$ cat src/hdl/rsm_pkg.sv
// Shared types, constants and helper functions of the rotor speed model.
`timescale 1ns / 1ps

package rsm_pkg;

    // Field and port widths
    localparam int THR_W      = 17;
    localparam int COLL_W     = 23;
    localparam int DESC_W     = 25;
    localparam int SPEED_W    = 29;
    localparam int TORQUE_W   = 32;
    localparam int RUNUP_W    = 20;
    localparam int S_DATA_W   = 72;
    localparam int M_DATA_W   = 64;
    localparam int CFG_ADDR_W = 3;
    localparam int CFG_DATA_W = 40;

    // Square root unit: radicand is |collective| with 16 fraction bits appended
    localparam int SQ_IN_W  = 40;
    localparam int SQ_OUT_W = SQ_IN_W / 2;
    localparam int SQ_REM_W = SQ_OUT_W + 2;

    // Configuration register indexes
    localparam logic [CFG_ADDR_W-1:0] REG_NOMINAL    = 3'd0;
    localparam logic [CFG_ADDR_W-1:0] REG_DRAG_IDLE  = 3'd1;
    localparam logic [CFG_ADDR_W-1:0] REG_DRAG_PITCH = 3'd2;
    localparam logic [CFG_ADDR_W-1:0] REG_ENG_MAX    = 3'd3;
    localparam logic [CFG_ADDR_W-1:0] REG_TICK       = 3'd4;
    localparam logic [CFG_ADDR_W-1:0] REG_GAS        = 3'd5;

    // Scale constants
    localparam logic signed [63:0] K_RADS    = 64'sd449541342;
    localparam logic signed [63:0] K_INV53   = 64'sd810371188;
    localparam logic signed [63:0] K_1P2     = 64'sd5153960755;
    localparam logic signed [63:0] K_0P333   = 64'sd1430224110;
    localparam logic signed [63:0] LIM61     = 64'sd2305843009213693952;
    localparam logic signed [63:0] LIM40     = 64'sd1099511627776;
    localparam logic signed [63:0] SPOOL_LIM = 64'sd19660800;
    localparam logic signed [63:0] SPOOL_DOT = -64'sd2621440;
    localparam logic signed [63:0] SPEED_MAX = 64'sd262144000;
    localparam logic signed [63:0] I32_MAX   = 64'sd2147483647;
    localparam logic signed [63:0] I32_MIN   = -64'sd2147483648;
    localparam logic [THR_W-1:0]   THR_ONE   = 17'd65536;
    localparam logic [THR_W-1:0]   THR_LOW   = 17'd9830;
    localparam logic [THR_W-1:0]   THR_HIGH  = 17'd16384;
    localparam logic signed [RUNUP_W-1:0] RUN_ONE = 20'sd65536;
    localparam logic [7:0] ACCEL_BASE = 8'd100;
    localparam logic [7:0] ACCEL_FAST = 8'd250;

    // Motor mode of the electric drive
    typedef enum logic [1:0] {
        MODE_NONE      = 2'd0,
        MODE_IDLE      = 2'd1,
        MODE_WINDOW    = 2'd2,
        MODE_UNLIMITED = 2'd3
    } mode_t;

    // Multiplier output shift
    typedef enum logic [1:0] {
        SH_0  = 2'd0,
        SH_16 = 2'd1,
        SH_32 = 2'd2,
        SH_40 = 2'd3
    } sh_t;

    typedef struct packed {
        logic start;
        sh_t  sh;
    } mul_req_t;

    // Multiply steps of the sequencer
    typedef enum logic [4:0] {
        OP_P, OP_T, OP_W, OP_W2, OP_ROTOR, OP_WN, OP_WN2, OP_AUTOT,
        OP_D1, OP_DESC, OP_G1, OP_GT, OP_LHS, OP_E1, OP_ENG, OP_HOLD,
        OP_RPM, OP_DELTA
    } op_t;

    function automatic logic signed [63:0] clamp_pm61(input logic signed [63:0] x);
        return (x < -LIM61) ? -LIM61 : ((x > LIM61) ? LIM61 : x);
    endfunction

    function automatic logic signed [63:0] clamp_0_61(input logic signed [63:0] x);
        return (x < 64'sd0) ? 64'sd0 : ((x > LIM61) ? LIM61 : x);
    endfunction

    function automatic logic signed [31:0] sat32(input logic signed [63:0] x);
        logic signed [63:0] y;
        y = (x < I32_MIN) ? I32_MIN : ((x > I32_MAX) ? I32_MAX : x);
        return y[31:0];
    endfunction

endpackage

$ cat src/hdl/rsm_mul.sv
// Shared multi-cycle signed multiplier with rounding shift and saturation.
`timescale 1ns / 1ps

module rsm_mul
    import rsm_pkg::*;
(
    input  logic                clk,
    input  logic                rst_n,
    input  mul_req_t            req,
    input  logic signed [63:0]  a,
    input  logic signed [63:0]  b,
    output logic                done,
    output logic signed [63:0]  result
);

    logic [63:0]  ua_reg, ub_reg;
    logic         neg_reg;
    logic [127:0] acc_reg;
    logic [2:0]   cnt_reg;
    logic         busy_reg;
    logic         done_reg;
    sh_t          sh_reg;
    logic signed [63:0] result_reg;

    logic [31:0]  a_half, b_half;
    logic [63:0]  pp;
    logic [127:0] pp_placed;
    logic [127:0] rnd, sum_r, shifted;
    logic         sat;

    // Pick one 32x32 partial product per cycle
    always_comb
    begin
        a_half = cnt_reg[0] ? ua_reg[63:32] : ua_reg[31:0];
        b_half = cnt_reg[1] ? ub_reg[63:32] : ub_reg[31:0];
        pp     = a_half * b_half;
        case (cnt_reg[1:0])
            2'd0:    pp_placed = {64'd0, pp};
            2'd3:    pp_placed = {pp, 64'd0};
            default: pp_placed = {32'd0, pp, 32'd0};
        endcase
    end

    // Round half away from zero on the magnitude, shift and saturate
    always_comb
    begin
        case (sh_reg)
            SH_0:    rnd = 128'd0;
            SH_16:   rnd = 128'd1 << 15;
            SH_32:   rnd = 128'd1 << 31;
            SH_40:   rnd = 128'd1 << 39;
            default: rnd = 128'd0;
        endcase
        sum_r = acc_reg + rnd;
        case (sh_reg)
            SH_0:    shifted = sum_r;
            SH_16:   shifted = sum_r >> 16;
            SH_32:   shifted = sum_r >> 32;
            SH_40:   shifted = sum_r >> 40;
            default: shifted = sum_r;
        endcase
        sat = |shifted[127:63];
    end

    always_ff @(posedge clk or negedge rst_n)
    begin
        if (!rst_n)
        begin
            busy_reg <= 1'b0;
            done_reg <= 1'b0;
            cnt_reg  <= 3'd0;
        end
        else
        begin
            done_reg <= 1'b0;
            if (req.start)
            begin
                busy_reg <= 1'b1;
                cnt_reg  <= 3'd0;
            end
            else if (busy_reg)
            begin
                if (!cnt_reg[2])
                begin
                    cnt_reg <= cnt_reg + 3'd1;
                end
                else
                begin
                    busy_reg <= 1'b0;
                    done_reg <= 1'b1;
                end
            end
        end
    end

    // Operand capture, accumulation and result
    always_ff @(posedge clk)
    begin
        if (req.start)
        begin
            ua_reg  <= a[63] ? (64'd0 - a) : a;
            ub_reg  <= b[63] ? (64'd0 - b) : b;
            neg_reg <= a[63] ^ b[63];
            sh_reg  <= req.sh;
            acc_reg <= 128'd0;
        end
        else if (busy_reg)
        begin
            if (!cnt_reg[2])
            begin
                acc_reg <= acc_reg + pp_placed;
            end
            else if (sat)
            begin
                result_reg <= neg_reg ? {1'b1, 63'd0} : {1'b0, {63{1'b1}}};
            end
            else
            begin
                result_reg <= neg_reg ? -$signed(shifted[63:0]) : $signed(shifted[63:0]);
            end
        end
    end

    assign done   = done_reg;
    assign result = result_reg;

endmodule

$ cat config.mk
export PLATFORM = sky130hd
export DESIGN_NAME = rsm_mul
export DESIGN_NICKNAME = d
export VERILOG_FILES = /design/src/hdl/rsm_pkg.sv /design/src/hdl/rsm_mul.sv
export SDC_FILE = /design/constraint.sdc
export NUM_CORES = 2
export LEC_CHECK = 0
export BUFFER_PORTS_ARGS = -buffer_cell sky130_fd_sc_hd__buf_4
export CORE_MARGIN = 1.5
export CORE_UTILIZATION = 25
export DETAILED_ROUTE_END_ITERATION = 10
export GPL_TIMING_DRIVEN = 0
export PLACE_DENSITY_LB_ADDON = 0.05
export SETUP_SLACK_MARGIN = 0.5
export SLEW_MARGIN = 40
export SYNTH_ARGS = -nofsm -noshare
export SYNTH_HDL_FRONTEND = slang
export SYNTH_SLANG_ARGS = --single-unit
$ cat constraint.sdc
create_clock -name clk -period 25.8 [get_ports clk]
set_clock_uncertainty 0.15 [all_clocks]
set_input_delay 1.29 -clock clk [delete_from_list [all_inputs] [get_ports clk]]
set_output_delay 1.29 -clock clk [all_outputs]
set_load 0.01 [all_outputs]
### After elaboration in Yosys (flattened, before gate mapping)

Index checks and enable logic that the tools add are counted.

| word-level totals | value |
|---|---|
| bits in registers | 328 |
| logic and storage cells | 53 |
| bits of input ports | 133 |

| cells by class | value |
|---|---|
| add/subtract/negate cells | 6 |
| equality and inequality tests | 5 |
| multiply operators | 1 |
| bitwise logic cells | 3 |
| reduce and logical (&&, ||, !) cells | 7 |
| mux-type cells | 19 |

Operators with widths:

| operator | number |
|---|---|
| 128-bit one-hot mux with 4 select lines | 2 |
| 128-bit adder | 2 |
| 128-bit one-hot mux with 2 select lines | 1 |
| 64-bit 2-to-1 mux | 3 |
| 1-bit by 64-bit subtractor with 64-bit output (first input constant) | 2 |
| 63-bit 2-to-1 mux | 2 |
| 65-bit OR reduction | 1 |
| 32-bit by 32-bit multiplier with 64-bit output | 1 |
| 32-bit 2-to-1 mux | 2 |
| 64-bit negation | 1 |
| 3-bit 2-to-1 mux | 3 |
| 2-bit == test (second input constant) | 3 |
| 1-bit 2-to-1 mux | 6 |
| 2-bit zero test | 2 |
| 2-bit AND reduction | 2 |
| 3-bit by 1-bit adder with 3-bit output (second input constant) | 1 |
| 3-bit AND reduction | 1 |
| 2-bit by 1-bit == test with 1-bit output (second input constant) | 1 |
| 2-bit != test (second input constant) | 1 |
| 1-bit NOT | 2 |
| 2-bit nonzero test | 1 |
| 1-bit bitwise XOR | 1 |

### Depth between registers and ports, before layout

| depth | value |
|---|---|
| word-level depth | 7 |
| gate-level depth with buffers | 53 |
| gate-level depth less buffers | 48 |

### Least setup slack after synthesis

Ideal clock, no wire load.

| path | value |
|---|---|
| path kind | register -> register |
| start | register cnt_reg[0] |
| end | register acc_reg[127] |
| arrival time | 12.494 ns |
| required time | 25.580 ns |
| slack | 13.086 ns |
| setup time | 0.070 ns |
| buffers on the path | 4 |
| stages on the path, launching flop included | 48 |
| cells stage by stage | dfrtp_1 -> clkbuf_1 -> clkbuf_1 -> clkbuf_1 -> mux2i_1 -> clkbuf_1 -> nor2_1 -> fa_1 -> fa_1 -> fa_1 -> inv_1 -> fa_1 -> inv_1 -> fa_1 -> fa_1 -> fa_1 -> inv_1 -> fa_1 -> [... 12 more ...] -> a21oi_1 -> a21oi_1 -> xor2_1 -> o22ai_1 -> ha_1 -> nand4_1 -> or3_1 -> or4_1 -> nor2_1 -> a31oi_1 -> nor3_1 -> o21ai_0 -> a21oi_1 -> o221ai_1 -> o31ai_1 -> a31oi_1 -> or4_1 -> a21oi_1 |

| on the way | value |
|---|---|
| word-level cells in the longest chain between the ends | 4 |

Ends and longest elaborated chain:

| item | line | source |
|---|---|---|
| start, declared | rsm_mul.sv:19 | `logic [2:0] cnt_reg;` |
| start signal, assigned | rsm_mul.sv:85 | `cnt_reg <= cnt_reg + 3'd1;` |
| 32-bit 2-to-1 mux | rsm_mul.sv:34 | `a_half = cnt_reg[0] ? ua_reg[63:32] : ua_reg[31:0];` |
| 32-bit by 32-bit multiplier with 64-bit output | rsm_mul.sv:36 | `pp = a_half * b_half;` |
| 128-bit one-hot mux with 2 select lines (*) | rsm_mul.sv:37 | `case (cnt_reg[1:0])` |
| 128-bit adder (*) | rsm_mul.sv:111 | `acc_reg <= acc_reg + pp_placed;` |
| end signal, assigned | rsm_mul.sv:111 |  |
| end, declared | rsm_mul.sv:18 | `logic [127:0] acc_reg;` |

Every way passes the cells marked *; elsewhere a longest branch is shown, timed or not.
A chain may end at the register's enable or synchronous reset.

### Worst setup path in the final report

Ends and elaborated chain as after synthesis.

==> flow_summary.toml <==
[clock_network]
clk_pin_slew_ns = 0.06
cts_tree = "built"
cts-root-buf = "clkbuf_16"
cts.sink_count = 328
insertion_delay_ns = 0.70
postCtsResizedCells = 0
cts_setup_buffers = 0
cts_buffers = 48
htree_levels = 2
clock_path_buffers = 3
cts.hold.buffers_added = 0

[setup_path]
path_buf_inv = 12
crit_path_max_incr_delay_ns = 0.70
cp-start-kind = "register"
cp.arrival_ns = 17.97
path_class = "register to register"
path_max_fanout = 10
critPathCaptureType = "register"
critical-path-top-delay-family = "compound AO/OA/AOI/OAI gates"
cpMaxStageDelayCell = "buf_1"
worst_ep_required_time_ns = 26.27
cp_common_cell = "fa_1"

[synth]
netlist_instances = 7350
avgSynthCellArea_um2 = 8.455
synth_seq_area_share = 0.1375
synth-seq-cells = 328
synth-edff-count = 195
syn_area_mm2 = 0.06214
yosys_warnings = 0
synth_async_sr_flop_share = 0.01524
ys.flop_type = "edfxtp_1"
synth_cell_types = 108
syn-num-nets = 8786

[sta]
finalCritPeriodShare = 0.6782
fin_tns_setup_ns = 0
hold_viol = 0
rsz0062_at_grt = "no"
fin_crit_ns = 17.50
setup_viol = 0
slew_headroom = 0.3743
worst_pin_slew_ns = 0.9203
timing.fmax_ghz = 0.05715
finalMaxSlewViolations = 0

[floorplan]
coreArea_mm2 = 0.2466
initial_core_util = 0.2520
rows = 182
ios = 198
dieArea_mm2 = 0.2516
die_y_um = 501.6
die_w_um = 501.6

[outcome]
status = "finished clean"

[global_route]
grt_util_all_layers = 0.2479
antenna_found_initial = 19
grt_pass1_wl_um = 442000
grt_pass1_vias = 56291
grt_max_degree = 72
grt.overflow.total = 0

[run]
drv_cap = 0

[drt]
routed_wl_um = 314800
final_antenna_net_count = 0
dr_total_vias = 54887
wire_per_inst_um = 28.66
drt_iter0_drc = 3915
first_pass_iters = 6
vias_per_cell = 4.997
drc_errors = 0

[placed_design]
io_buffer_count = 195
gp_congestion = 0.9117
place_hpwl_um = 273000

[cells_and_area]
drive_gt1_frac = 0.08868
final_nets = 9067
fillers = 26678
largest_reg_flops = 128
syn2layout_area_growth_pct = 13.93

[worst_hold_path]
hp-class = "input pin to asynchronous set/reset pin"
## path summary, 6_finish.rpt
check | startpoint | to | slack [ns] | cells after the start
setup / recovery | cnt_reg[0] | acc_reg[127] | 8.30 | 48
hold / removal | rst_n | done | 0.28 | 1
setup reg to reg | cnt_reg[0] | acc_reg[127] | 8.30 | 48
hold reg to reg | acc_reg[2] | acc_reg[2] | 0.35 | 2
max in group asynchronous | rst_n | cnt_reg[1] | 25.04 | 1
min in group clk | acc_reg[2] | acc_reg[2] | 0.35 | 2
## per-layer routing
metal  part of all wire  track usage  routed length [um]
met1               0.45       0.3345              142900
met2               0.47       0.4115              147400
met3              0.040      0.02506               12660
met4              0.038      0.08334               11910
met5           0.000064            0                  20
## final cells by class
| cell class | instances | area (um2) | area share |
|---|---|---|---|
| Clock inverter | 27 | 300.3 | 0.004241 |
| Timing Repair Buffer | 231 | 1999 | 0.02824 |
| Buffer | 396 | 1690 | 0.02388 |
| Antenna cell | 5 | 12.51 | 0.0001767 |
| Clock buffer | 60 | 1297 | 0.01833 |
| Tap cell | 3312 | 4144 | 0.05853 |
| Inverter | 1003 | 3765 | 0.05318 |
| Multi-Input combinational cell | 5623 | 49050 | 0.6928 |
| Sequential cell | 328 | 8543 | 0.1207 |
## synthesized netlist by cell type, types with 22 or more instances
cell type,n,share of area
o21ai_0,250,0.020
and3_1,56,0.0056
a211oi_1,35,0.0042
mux2_2,59,0.011
nor4_1,38,0.0038
nor3_1,89,0.0072
a22oi_1,24,0.0029
a21o_1,153,0.018
o21a_1,30,0.0036
and2_1,96,0.0097
or3_1,63,0.0063
a31oi_1,34,0.0034
buf_2,23,0.0019
nor2b_1,33,0.0033
nand2b_1,39,0.0039
edfxtp_1,195,0.094
a22o_1,87,0.012
nand2_1,909,0.055
fa_1,897,0.29
a21oi_1,351,0.028
dfxtp_1,128,0.041
nand4_1,117,0.012
nor2_1,803,0.049
inv_1,1002,0.061
ha_1,406,0.082
o31ai_1,50,0.0060
o21bai_1,50,0.0060
clkbuf_1,342,0.021
buf_1,22,0.0013
and4_1,22,0.0031
mux2i_1,76,0.012
nand3_1,111,0.0089
xor2_1,112,0.016
xnor2_1,286,0.040
## kinds of logic after synthesis
kind of cell / Yosys count / share of synthesized area
simple gates: 2474 / 0.1813
fa+ha+maj: 1303 / 0.3707
mux: 157 / 0.02946
buf+inv: 1399 / 0.08581
xor+xnor: 398 / 0.05609
compound gates: 1291 / 0.1392
flops: 328 / 0.1375
## placed cells by master, fill, tap and decap left out, types with 153 or more instances in the layout
| cell type | instances |
|---|---|
| buf_4 | 202 |
| a21oi_1 | 349 |
| ha_1 | 406 |
| nand2_1 | 909 |
| clkbuf_1 | 262 |
| inv_1 | 1002 |
| nor2_1 | 799 |
| a21o_1 | 153 |
| fa_1 | 897 |
| xnor2_1 | 260 |
| edfxtp_1 | 195 |
| o21ai_0 | 248 |
## stage by stage
step	hold WS, ns	instance area (um2)	std cells	setup slack, ns	utilization
after global placement	0.3147	67750	10857	5.703	0.2747
after floorplan	0.2946	62140	7350	13.09	-
final	0.2819	70800	10985	8.302	0.2871
after CTS	0.2332	70740	10977	8.225	0.2869
after global routing	0.2614	70790	10981	7.670	0.2870
after detailed placement	0.3435	69150	10890	8.304	0.2804
Power is not shown: default switching activity piles up to over one toggle a cycle in this logic, so the estimate is an artifact.
