## config.mk

```make
export PLATFORM = sky130hd
export DESIGN_NAME = rsm_sqrt
export DESIGN_NICKNAME = d
export VERILOG_FILES = /design/src/hdl/rsm_pkg.sv /design/src/hdl/rsm_sqrt.sv
export SDC_FILE = /design/constraint.sdc
export NUM_CORES = 1
export LEC_CHECK = 0
export ABC_CLOCK_PERIOD_IN_PS = 2500
export BUFFER_PORTS_ARGS = -buffer_cell sky130_fd_sc_hd__buf_4
export CAP_MARGIN = 10
export CORE_ASPECT_RATIO = 0.7
export CORE_MARGIN = 3
export CORE_UTILIZATION = 27
export DETAILED_ROUTE_END_ITERATION = 6
export GPL_TIMING_DRIVEN = 0
export PLACE_DENSITY = 0.55
export SYNTH_ARGS = -nofsm -noshare
export SYNTH_HDL_FRONTEND = slang
export SYNTH_SLANG_ARGS = --single-unit
```

## constraint.sdc

```tcl
create_clock -name clk -period 2.5 [get_ports clk]
set_input_delay 0.5 -clock clk [delete_from_list [all_inputs] [get_ports clk]]
set_output_delay 0.5 -clock clk [all_outputs]
set_load 0.01 [all_outputs]
```

## src/hdl/rsm_pkg.sv

```systemverilog
// Shared types, constants and helper functions of the rotor speed model.
`timescale 1ns / 1ps

package rsm_pkg;

    // Field and port widths
    localparam int THR_W      = 17;
    localparam int COLL_W     = 23;
    localparam int DESC_W     = 25;
    localparam int SPEED_W    = 29;
    localparam int TORQUE_W   = 32;
    localparam int RUNUP_W    = 20;
    localparam int S_DATA_W   = 72;
    localparam int M_DATA_W   = 64;
    localparam int CFG_ADDR_W = 3;
    localparam int CFG_DATA_W = 40;

    // Square root unit: radicand is |collective| with 16 fraction bits appended
    localparam int SQ_IN_W  = 40;
    localparam int SQ_OUT_W = SQ_IN_W / 2;
    localparam int SQ_REM_W = SQ_OUT_W + 2;

    // Configuration register indexes
    localparam logic [CFG_ADDR_W-1:0] REG_NOMINAL    = 3'd0;
    localparam logic [CFG_ADDR_W-1:0] REG_DRAG_IDLE  = 3'd1;
    localparam logic [CFG_ADDR_W-1:0] REG_DRAG_PITCH = 3'd2;
    localparam logic [CFG_ADDR_W-1:0] REG_ENG_MAX    = 3'd3;
    localparam logic [CFG_ADDR_W-1:0] REG_TICK       = 3'd4;
    localparam logic [CFG_ADDR_W-1:0] REG_GAS        = 3'd5;

    // Scale constants
    localparam logic signed [63:0] K_RADS    = 64'sd449541342;
    localparam logic signed [63:0] K_INV53   = 64'sd810371188;
    localparam logic signed [63:0] K_1P2     = 64'sd5153960755;
    localparam logic signed [63:0] K_0P333   = 64'sd1430224110;
    localparam logic signed [63:0] LIM61     = 64'sd2305843009213693952;
    localparam logic signed [63:0] LIM40     = 64'sd1099511627776;
    localparam logic signed [63:0] SPOOL_LIM = 64'sd19660800;
    localparam logic signed [63:0] SPOOL_DOT = -64'sd2621440;
    localparam logic signed [63:0] SPEED_MAX = 64'sd262144000;
    localparam logic signed [63:0] I32_MAX   = 64'sd2147483647;
    localparam logic signed [63:0] I32_MIN   = -64'sd2147483648;
    localparam logic [THR_W-1:0]   THR_ONE   = 17'd65536;
    localparam logic [THR_W-1:0]   THR_LOW   = 17'd9830;
    localparam logic [THR_W-1:0]   THR_HIGH  = 17'd16384;
    localparam logic signed [RUNUP_W-1:0] RUN_ONE = 20'sd65536;
    localparam logic [7:0] ACCEL_BASE = 8'd100;
    localparam logic [7:0] ACCEL_FAST = 8'd250;

    // Motor mode of the electric drive
    typedef enum logic [1:0] {
        MODE_NONE      = 2'd0,
        MODE_IDLE      = 2'd1,
        MODE_WINDOW    = 2'd2,
        MODE_UNLIMITED = 2'd3
    } mode_t;

    // Multiplier output shift
    typedef enum logic [1:0] {
        SH_0  = 2'd0,
        SH_16 = 2'd1,
        SH_32 = 2'd2,
        SH_40 = 2'd3
    } sh_t;

    typedef struct packed {
        logic start;
        sh_t  sh;
    } mul_req_t;

    // Multiply steps of the sequencer
    typedef enum logic [4:0] {
        OP_P, OP_T, OP_W, OP_W2, OP_ROTOR, OP_WN, OP_WN2, OP_AUTOT,
        OP_D1, OP_DESC, OP_G1, OP_GT, OP_LHS, OP_E1, OP_ENG, OP_HOLD,
        OP_RPM, OP_DELTA
    } op_t;

    function automatic logic signed [63:0] clamp_pm61(input logic signed [63:0] x);
        return (x < -LIM61) ? -LIM61 : ((x > LIM61) ? LIM61 : x);
    endfunction

    function automatic logic signed [63:0] clamp_0_61(input logic signed [63:0] x);
        return (x < 64'sd0) ? 64'sd0 : ((x > LIM61) ? LIM61 : x);
    endfunction

    function automatic logic signed [31:0] sat32(input logic signed [63:0] x);
        logic signed [63:0] y;
        y = (x < I32_MIN) ? I32_MIN : ((x > I32_MAX) ? I32_MAX : x);
        return y[31:0];
    endfunction

endpackage

```

## src/hdl/rsm_sqrt.sv

```systemverilog
// Iterative integer square root, one result bit per cycle.
`timescale 1ns / 1ps

module rsm_sqrt
    import rsm_pkg::*;
(
    input  logic                clk,
    input  logic                rst_n,
    input  logic                start,
    input  logic [SQ_IN_W-1:0]  radicand,
    output logic                done,
    output logic [SQ_OUT_W-1:0] root
);

    localparam int CNT_W = $clog2(SQ_OUT_W + 1);

    logic [SQ_IN_W-1:0]  rad_reg;
    logic [SQ_REM_W-1:0] rem_reg;
    logic [SQ_OUT_W-1:0] root_reg;
    logic [CNT_W-1:0]    cnt_reg;
    logic                busy_reg;
    logic                done_reg;

    logic [SQ_REM_W+1:0] rem_sh, trial;
    logic                fits;

    // Bring down two bits and try the next root bit
    always_comb
    begin
        rem_sh = {rem_reg, rad_reg[SQ_IN_W-1 -: 2]};
        trial  = {2'b00, root_reg, 2'b01};
        fits   = (rem_sh >= trial);
    end

    always_ff @(posedge clk or negedge rst_n)
    begin
        if (!rst_n)
        begin
            busy_reg <= 1'b0;
            done_reg <= 1'b0;
            cnt_reg  <= '0;
        end
        else
        begin
            done_reg <= 1'b0;
            if (start)
            begin
                busy_reg <= 1'b1;
                cnt_reg  <= '0;
            end
            else if (busy_reg)
            begin
                cnt_reg <= cnt_reg + 1'b1;
                if (cnt_reg == CNT_W'(SQ_OUT_W - 1))
                begin
                    busy_reg <= 1'b0;
                    done_reg <= 1'b1;
                end
            end
        end
    end

    always_ff @(posedge clk)
    begin
        if (start)
        begin
            rad_reg  <= radicand;
            rem_reg  <= '0;
            root_reg <= '0;
        end
        else if (busy_reg)
        begin
            rad_reg  <= rad_reg << 2;
            rem_reg  <= fits ? SQ_REM_W'(rem_sh - trial) : SQ_REM_W'(rem_sh);
            root_reg <= {root_reg[SQ_OUT_W-2:0], fits};
        end
    end

    assign done = done_reg;
    assign root = root_reg;

endmodule

```

-- Yosys cells after proc, flatten, opt, wreduce, memory -nomap -nowiden
Index checks and enable logic that the tools add are counted.
- bits in registers: 89
- input bits: 43
- output and inout port bits: 21
- word-level logic and storage cells: 22
- $add $sub $neg: 2
- magnitude comparators: 1
- equal/unequal tests: 1
- multiplexer cells: 11
- reductions and logical operators: 1
- operators by type and width (cell ; number):
    $mux W40 ; 2
    $ge A24 B22 Y1 ; 1
    $mux W22 ; 1
    $sub A22 B22 Y22 ; 1
    $mux W5 ; 2
    $mux W1 ; 6
    $add A5 B1 Y5 const B ; 1
    $eq A5 B5 Y1 const B ; 1
    $reduce_bool A2 Y1 ; 1

-- Longest topological paths before layout
Gate-level depths: netlist of run 1.
- depth after elaboration: 4
- gate-level depth with buffers: 10
- gate-level depth less buffers: 8

-- Worst setup path before layout of run 1
No wires, ideal clock.
- path kind: flip-flop to flip-flop
- start point: register root_reg[15], in the netlist root[15]
- end point: register rem_reg[20]
- setup time: 0.070 ns
- data arrival time: 2.208 ns
- required time: 2.430 ns
- path slack: 0.222 ns
- stages on the path, launching flop included: 10
- path buffers: 1
- period minus slack after synthesis: 2.278 ns
- cells stage by stage: dfxtp_1 inv_1 ha_1 clkbuf_2 a21oi_1 o21ai_0 mux2_2 a221o_1 a211o_1 o21ai_1
- word-level cells in the longest chain between the ends: 2
- elaborated cells on any way between the ends: 3
- those cells by class: add/sub (1); order compare (1); mux (1)
- ends and longest elaborated chain (item ; line ; source):
    start: declaration ; rsm_sqrt.sv:19 ; logic [SQ_OUT_W-1:0] root_reg;
    start signal: assignment ; rsm_sqrt.sv:75 ; root_reg <= {root_reg[SQ_OUT_W-2:0], fits};
    $sub A22 B22 Y22 or $ge A24 B22 Y1 (tied branches) ; rsm_sqrt.sv:74, rsm_sqrt.sv:32 ;
    $mux W22 * ; rsm_sqrt.sv:74 ; rem_reg <= fits ? SQ_REM_W'(rem_sh - trial) : SQ_REM_W'(rem_sh);
    end signal: assignment ; rsm_sqrt.sv:74 ;
    end: declaration ; rsm_sqrt.sv:18 ; logic [SQ_REM_W-1:0] rem_reg;
Mark *: on every way between the ends. The rest lies on a longest branch, timed or not.
A chain may end at the register's enable or synchronous reset.

-- Final worst setup path of run 1
- start point: register root_reg[1], in the netlist root[1]
- end point: register rem_reg[15]
Same word-level chain as after synthesis.

==> impl_metrics.prom, run 1 <==
# TYPE chip_impl_metric gauge
chip_impl_info{name="status",value="completed"} 1
chip_impl_metric{name="reg2reg_setup_slack",unit="ns"} 0.08
chip_impl_metric{name="grt_util_all_layers",unit=""} 0.1325
chip_impl_metric{name="max_buffers_root_to_sink",unit=""} 2
chip_impl_metric{name="layout-drive-gt1-share",unit=""} 0.3082
chip_impl_info{name="hold_path.class",value="input port to flop"} 1
chip_impl_metric{name="via_count_of_the_first_global_routing_pass",unit=""} 3981
chip_impl_metric{name="clock_skew",unit="ns"} 0.007715
chip_impl_metric{name="ys.warnings.count",unit=""} 0
chip_impl_metric{name="detail_route.wirelength",unit="µm"} 13380
chip_impl_metric{name="die_height",unit="µm"} 119.6
chip_impl_metric{name="route.detailed.wl_per_inst",unit="µm"} 16.42
chip_impl_metric{name="ys_types",unit=""} 65
chip_impl_metric{name="async_flop_share",unit=""} 0.07865
chip_impl_metric{name="floorplan.initialDensity",unit=""} 0.2825
chip_impl_metric{name="yosys_register_bits",unit=""} 89
chip_impl_metric{name="fmax",unit="MHz"} 413.1
chip_impl_metric{name="synth-seq-area-share",unit=""} 0.4454
chip_impl_metric{name="cts_num_sinks",unit=""} 89
chip_impl_metric{name="power.total",unit="mW"} 7.223
chip_impl_metric{name="drt_iter0_drc",unit=""} 357
chip_impl_metric{name="cts-buffers-inserted",unit=""} 9
chip_impl_metric{name="fp.dieW",unit="µm"} 168.3
chip_impl_metric{name="max_cap_viol_count",unit=""} 0
chip_impl_metric{name="finalSetupTns",unit="ns"} 0
chip_impl_info{name="cp-end-kind",value="flop"} 1
chip_impl_metric{name="floorplan.rows",unit=""} 40
chip_impl_metric{name="ff2ff_path_depth",unit=""} 8
chip_impl_metric{name="cp_data_arrival_time",unit="ns"} 2.64
chip_impl_metric{name="post-route-period-util",unit=""} 0.9682
chip_impl_metric{name="final-hold-violation-count",unit=""} 0
chip_impl_info{name="r2r-start",value="root[1]$_SDFFE_PP0P_"} 1
chip_impl_metric{name="route.vias.total",unit=""} 4065
chip_impl_metric{name="io_pins",unit=""} 64
chip_impl_metric{name="grt-ovfl-total",unit=""} 0
chip_impl_metric{name="grt_antenna_before_repair",unit=""} 0
chip_impl_info{name="clockRootBuffer",value="clkbuf_16"} 1
chip_impl_info{name="slowest_stage",value="or4b_2"} 1
chip_impl_metric{name="timing.hold.ws",unit="ns"} 0.4316
chip_impl_metric{name="postSynthAreaPerCell",unit="µm²"} 10.01
chip_impl_metric{name="min_period",unit="ns"} 2.421
chip_impl_metric{name="syn-instance-count",unit=""} 497
chip_impl_metric{name="routability_congestion",unit=""} 0.8594
chip_impl_metric{name="timing.final.setup_violations",unit=""} 0
chip_impl_metric{name="synthDominantCellAreaShare",unit=""} 0.2413
chip_impl_metric{name="placeableCoreArea",unit="µm²"} 17620
chip_impl_info{name="worst_setup_path_start_kind",value="flop"} 1
chip_impl_metric{name="required_time_of_the_critical_path",unit="ns"} 2.72
chip_impl_metric{name="critical_path.max_fanout",unit=""} 6
chip_impl_metric{name="h-tree-depth",unit=""} 3
chip_impl_metric{name="grt_max_degree",unit=""} 41
chip_impl_metric{name="global_route_wire_length_before_repair",unit="µm"} 21400
chip_impl_metric{name="cellPowerDensity",unit="nW/µm²"} 1147
chip_impl_metric{name="largest_register_ff_count",unit=""} 40
chip_impl_metric{name="worst_hold_path.num_cells",unit=""} 2
chip_impl_info{name="hold_end",value="rad_reg[1]$_SDFFCE_PN0P_"} 1
chip_impl_metric{name="post-dp-hpwl",unit="µm"} 10010
chip_impl_metric{name="post-route-worst-setup-slack",unit="ns"} 0.07940
chip_impl_metric{name="detail_route.vias_per_cell",unit=""} 4.988
chip_impl_info{name="post_synth_main_area_contributors",value="edfxtp_1 24%, dfxtp_1 17%, mux2_2 8.8%"} 1
chip_impl_info{name="yosysTopAreaCell",value="edfxtp_1"} 1
chip_impl_metric{name="floorplan.die_area",unit="µm²"} 20130
chip_impl_info{name="crit-reg2reg-capture",value="rem_reg[15]$_SDFFE_PP0P_"} 1
chip_impl_metric{name="peak_supply_drop",unit="V"} 0.0005688
chip_impl_metric{name="antenna_cells_inserted",unit=""} 0
chip_impl_metric{name="synth_fp_nets",unit=""} 563
chip_impl_info{name="min-delay-start",value="radicand[1]"} 1
chip_impl_metric{name="number_of_enable_flip_flop_cells_after_synthesis",unit=""} 40
chip_impl_info{name="worstSetupPathType",value="flop to flop"} 1
chip_impl_metric{name="numPortBuffers",unit=""} 62
chip_impl_info{name="cell_chain_critical_path",value="inv_1 -> ha_1 -> o211ai_1 -> o21ai_2 -> o21a_1 -> or4b_2 -> nand4_1 -> o21ai_0"} 1
chip_impl_metric{name="drt_first_pass_iters",unit=""} 5
chip_impl_metric{name="drc",unit=""} 0
chip_impl_info{name="predominant_post_synthesis_flop_cell",value="dfxtp_1"} 1
chip_impl_metric{name="max_slew_margin",unit=""} 0.4299
chip_impl_metric{name="cts.reportedPaths.clkPinSlew",unit="ns"} 0.06
chip_impl_metric{name="slew_violations",unit=""} 0
chip_impl_metric{name="detailedPlace.worstSlack",unit="ns"} -0.1860
chip_impl_metric{name="syn-cell-area",unit="µm²"} 4977
chip_impl_metric{name="utilization",unit=""} 0.3574
chip_impl_info{name="clock_tree_from_tritoncts",value="yes"} 1
chip_impl_metric{name="power.static_leakage",unit="nW"} 2.602
chip_impl_metric{name="finalNetCount",unit=""} 645
chip_impl_info{name="rsz0062_at_grt",value="true"} 1
chip_impl_metric{name="insertion_delay",unit="ns"} 0.35
chip_impl_metric{name="cpPeakStageDelay",unit="ns"} 0.68
chip_impl_metric{name="tightestPinTransition",unit="ns"} 0.8552
chip_impl_metric{name="ant_nets",unit=""} 0
chip_impl_metric{name="area_growth_syn_to_layout",unit="%"} 26.50
synthesized netlist by cell type, drive strengths merged (6+ instances only):
cell type  count
xnor2          6
nand3          8
nand2         37
nand4          6
a21oi         26
a32oi          8
xor2           9
ha            23
buf            7
edfxtp        40
nand2b         7
o21ai         31
mux2i         21
nor3           8
a311oi         6
dfrtp          7
nor2          55
mux2          39
clkbuf        15
a21o           8
o21a           6
dfxtp         42
inv           28
per-layer routing:
| layer | share of wire | track usage | vias up |
|---|---|---|---|
| li1 | - | - | 1993 |
| met1 | 0.48 | 0.1930 | 1976 |
| met2 | 0.45 | 0.1913 | 83 |
| met3 | 0.054 | 0.02963 | 13 |
| met4 | 0.011 | 0.04752 | 0 |
| met5 | 0 | 0 | - |
worst max-delay path: cells and delay by family, from the launching register on:
family / cells / cell delay [ns]
AO/OA/AOI/OAI: 4 / 0.64
adder cells (fa/ha/maj): 1 / 0.38
buffers and inverters: 1 / 0.08
flip-flops: 1 / 0.38
AND/OR/NAND/NOR: 2 / 0.82
logic make-up after synthesis:
family | after synthesis | synth area share
compound gates | 117 | 0.1596
xor+xnor | 15 | 0.02640
fa+ha+maj | 23 | 0.05782
buf+inv | 50 | 0.04072
flops | 89 | 0.4455
mux | 60 | 0.1305
simple gates | 143 | 0.1395
worst max-delay path by stage:
stage / from / endpoint / cells after the start
final: root[1]$_SDFFE_PP0P_ / rem_reg[15]$_SDFFE_PP0P_ / 8
after global routing: root[15]$_SDFFE_PP0P_ / rem_reg[10]$_SDFFE_PP0P_ / 10
after CTS: root[9]$_SDFFE_PP0P_ / rem_reg[10]$_SDFFE_PP0P_ / 9
after detailed placement: root[7]$_SDFFE_PP0P_ / rem_reg[10]$_SDFFE_PP0P_ / 9
after global placement: start / rad_reg[0]$_SDFFCE_PN0P_ / 4
after floorplan: root[15]$_SDFFE_PP0P_ / rem_reg[20]$_SDFFE_PP0P_ / 9
layout by cell type (no fill, tap or decap), types with 7 or more instances in the layout:
cell | Yosys | layout
ha_2 | 0 | 7
a21oi_1 | 25 | 20
nor2_1 | 55 | 52
dfxtp_2 | 0 | 10
dfrtp_1 | 7 | 7
nand3_1 | 7 | 7
o21ai_0 | 28 | 24
mux2i_1 | 21 | 21
clkbuf_1 | 14 | 14
a21o_1 | 8 | 8
mux2_2 | 39 | 39
dfxtp_1 | 42 | 31
buf_4 | 1 | 70
edfxtp_1 | 40 | 40
ha_1 | 23 | 11
nand2b_1 | 7 | 7
nand2_1 | 34 | 33
a32oi_1 | 8 | 8
xor2_1 | 9 | 9
clkbuf_16 | 0 | 10
nor3_1 | 8 | 8
inv_1 | 28 | 27
stage by stage:
step	instances	cell area, µm²
final	815	6296
after global routing	815	6296
after floorplan	497	4977
after CTS	808	6085
after detailed placement	790	5732
after global placement	790	5732
power by group:
| group | leakage (nW) | internal [mW] | switching, mW |
|---|---|---|---|
| combinational | 1.59 | 1.71 | 2.22 |
| clock | 0.145 | 0.767 | 0.583 |
| sequential | 0.868 | 1.77 | 0.175 |
| total | 2.60 | 4.24 | 2.98 |
repair_timing:
item / in CTS / in global routing
cloned: 0 / 1
endpoints found under the hold margin: 7 / 0
setup buffers: 1 / 7
gates resized for setup: 11 / 48
pin swaps: 3 / 9
hold buffers: 1 / 0
endpoints found under the setup margin: 22 / 63
area by class of cell:
type | instances | area, µm²
clock buffer | 12 | 267.8
clock inverter | 4 | 30.03
timing repair buffer | 72 | 540.5
tap | 231 | 289.0
inverter | 28 | 105.1
buffer | 21 | 102.6
multi-input combinational | 358 | 2728
fill | 1804 | 11320
sequential | 89 | 2233
Power figures use the tool's default switching activity.
==> inputs of run 2 (changes only) <==
--- a/config.mk
+++ b/config.mk
@@ -14,6 +14,7 @@
 export DETAILED_ROUTE_END_ITERATION = 6
 export GPL_TIMING_DRIVEN = 0
 export PLACE_DENSITY = 0.55
+export SETUP_SLACK_MARGIN = 0.4
 export SYNTH_ARGS = -nofsm -noshare
 export SYNTH_HDL_FRONTEND = slang
 export SYNTH_SLANG_ARGS = --single-unit
==> run 2 against run 1 <==
Design area grew 13%. Final cell count grew 5.4%. Die area is the same. Maximum frequency grew 9.7%. Largest cell class unchanged.
==> impl_metrics.prom, run 2 (synthesis gave the netlist of run 1 again) <==
# TYPE chip_impl_metric gauge
chip_impl_info{name="status",value="completed"} 1
chip_impl_metric{name="max_cap_viol_count",unit=""} 0
chip_impl_metric{name="floorplan.rows",unit=""} 40
chip_impl_metric{name="routability_congestion",unit=""} 0.8976
chip_impl_info{name="clockRootBuffer",value="clkbuf_16"} 1
chip_impl_metric{name="finalNetCount",unit=""} 689
chip_impl_metric{name="route.vias.total",unit=""} 4311
chip_impl_metric{name="reg2reg_setup_slack",unit="ns"} 0.29
chip_impl_metric{name="largest_register_ff_count",unit=""} 40
chip_impl_metric{name="route.detailed.wl_per_inst",unit="µm"} 17.12
chip_impl_metric{name="post-route-period-util",unit=""} 0.8824
chip_impl_metric{name="cts_num_sinks",unit=""} 89
chip_impl_info{name="worstSetupPathType",value="flop to flop"} 1
chip_impl_metric{name="fmax",unit="MHz"} 453.3
chip_impl_metric{name="floorplan.initialDensity",unit=""} 0.2825
chip_impl_metric{name="grt_util_all_layers",unit=""} 0.1430
chip_impl_metric{name="required_time_of_the_critical_path",unit="ns"} 2.77
chip_impl_metric{name="min_period",unit="ns"} 2.206
chip_impl_info{name="rsz0062_at_grt",value="true"} 1
chip_impl_metric{name="fp.dieW",unit="µm"} 168.3
chip_impl_metric{name="via_count_of_the_first_global_routing_pass",unit=""} 4291
chip_impl_metric{name="grt-ovfl-total",unit=""} 0
chip_impl_info{name="worst_setup_path_start_kind",value="flop"} 1
chip_impl_metric{name="timing.final.setup_violations",unit=""} 0
chip_impl_metric{name="ff2ff_path_depth",unit=""} 8
chip_impl_metric{name="max_slew_margin",unit=""} 0.5121
chip_impl_metric{name="io_pins",unit=""} 64
chip_impl_metric{name="grt_antenna_before_repair",unit=""} 0
chip_impl_info{name="clock_tree_from_tritoncts",value="yes"} 1
chip_impl_metric{name="final-hold-violation-count",unit=""} 0
chip_impl_metric{name="max_buffers_root_to_sink",unit=""} 2
chip_impl_metric{name="tightestPinTransition",unit="ns"} 0.7319
chip_impl_metric{name="drt_iter0_drc",unit=""} 326
chip_impl_metric{name="numPortBuffers",unit=""} 62
chip_impl_metric{name="detailedPlace.worstSlack",unit="ns"} -0.4448
chip_impl_metric{name="ant_nets",unit=""} 0
chip_impl_info{name="cp-end-kind",value="flop"} 1
chip_impl_metric{name="insertion_delay",unit="ns"} 0.35
chip_impl_metric{name="detail_route.wirelength",unit="µm"} 14710
chip_impl_metric{name="clock_skew",unit="ns"} 0.007367
chip_impl_metric{name="timing.hold.ws",unit="ns"} 0.4455
chip_impl_info{name="final_cell_mix",value="108 x buf_4, 50 x nor2_1, 40 x edfxtp_1, 38 x mux2_2, 30 x nand2_1"} 1
chip_impl_metric{name="peak_supply_drop",unit="V"} 0.0005381
chip_impl_metric{name="slew_violations",unit=""} 0
chip_impl_metric{name="power.static_leakage",unit="nW"} 2.914
chip_impl_info{name="critPathCapture",value="rem_reg[9]$_SDFFE_PP0P_"} 1
chip_impl_info{name="hold_path.class",value="input port to flop"} 1
chip_impl_metric{name="detail_route.vias_per_cell",unit=""} 5.019
chip_impl_metric{name="h-tree-depth",unit=""} 3
chip_impl_metric{name="post-dp-hpwl",unit="µm"} 10030
chip_impl_metric{name="cts.reportedPaths.clkPinSlew",unit="ns"} 0.07
chip_impl_metric{name="cts-buffers-inserted",unit=""} 9
chip_impl_metric{name="global_route_wire_length_before_repair",unit="µm"} 22870
chip_impl_metric{name="drt_first_pass_iters",unit=""} 5
chip_impl_info{name="cp-startpoint",value="rem_reg[3]$_SDFFE_PP0P_"} 1
chip_impl_metric{name="grt_max_degree",unit=""} 16
chip_impl_metric{name="layout-drive-gt1-share",unit=""} 0.4506
chip_impl_info{name="r2r-start",value="rem_reg[3]$_SDFFE_PP0P_"} 1
chip_impl_metric{name="area_growth_syn_to_layout",unit="%"} 42.76
chip_impl_metric{name="post-route-worst-setup-slack",unit="ns"} 0.2940
chip_impl_metric{name="floorplan.die_area",unit="µm²"} 20130
chip_impl_metric{name="cp_data_arrival_time",unit="ns"} 2.47
chip_impl_metric{name="power.total",unit="mW"} 8.513
chip_impl_metric{name="antenna_cells_inserted",unit=""} 0
chip_impl_metric{name="drc",unit=""} 0
chip_impl_info{name="min-delay-start",value="radicand[15]"} 1
chip_impl_info{name="crit-reg2reg-capture",value="rem_reg[9]$_SDFFE_PP0P_"} 1
chip_impl_info{name="mostFrequentLayoutCell",value="buf_4"} 1
chip_impl_metric{name="die_height",unit="µm"} 119.6
chip_impl_metric{name="critical_path.max_fanout",unit=""} 6
chip_impl_metric{name="placeableCoreArea",unit="µm²"} 17620
chip_impl_metric{name="cellPowerDensity",unit="nW/µm²"} 1198
[run 2: timing repair]
| action | in CTS | in global routing |
|---|---|---|
| setup buffers | 33 | 15 |
| cloned | 4 | 0 |
| resized for setup | 88 | 55 |
| pin swaps | 30 | 16 |
| hold buffers | 1 | 0 |
| endpoints found under the setup margin | 63 | 45 |
| hold endpoints to repair | 7 | 0 |
[run 2: through the flow]
step                instance area [µm²]  std cells  setup TNS (ns)    util
floorplan                          5177        497               0       -
global placement                   5932        790          -16.55  0.3367
detailed placement                 5932        790          -17.69  0.3367
CTS                                6804        844               0  0.3862
global route                       7106        859               0  0.4033
finish                             7106        859               0  0.4033
[run 2: worst min path at each step]
stage          slack (ns)                endpoint  depth (start not counted)
6_report             0.45   rad_reg[15]$_DFFE_PP_                          2
5_1_grt              0.44   rad_reg[15]$_DFFE_PP_                          2
4_1_cts              0.43   rad_reg[15]$_DFFE_PP_                          2
3_5_place_dp         0.32          done$_DFF_PN0_                          1
3_3_place_gp         0.32  cnt_reg[2]$_DFFE_PN0P_                          1
2_1_floorplan        0.20      busy_reg$_DFF_PN0_                          0
[run 2: power breakdown]
part	internal [mW]	total, mW	switching (mW)
sequential	1.78	1.99	0.213
clock	0.701	1.30	0.597
combinational	2.52	5.22	2.70
total	5.00	8.51	3.51
[run 2: per-layer routing]
metal	GRT usage	vias up	part of all wire	routed length (µm)
li1	-	2086	-	-
met1	0.2049	2112	0.49	7279
met2	0.2130	99	0.44	6510
met3	0.03359	14	0.049	720
met4	0.04446	0	0.013	196
met5	0	-	0	0
[run 2: final cells by class]
class | count | area [µm²]
multi-input combinational | 358 | 3143
fill | 1704 | 10510
clock inverter | 6 | 38.79
timing repair inverter | 3 | 22.52
inverter | 28 | 108.9
clock buffer | 10 | 239.0
buffer | 22 | 151.4
tap | 231 | 289.0
sequential | 89 | 2258
timing repair buffer | 112 | 854.6
[run 2: worst max-delay path, cell delays in order, from the launching register on]
cell,delay (ns)
dfxtp_1,0.41
ha_4,0.26
nor3_1,0.24
nor2_1,0.13
o21a_1,0.15
buf_4,0.16
o21ai_0,0.31
o311ai_4,0.17
a311oi_2,0.28
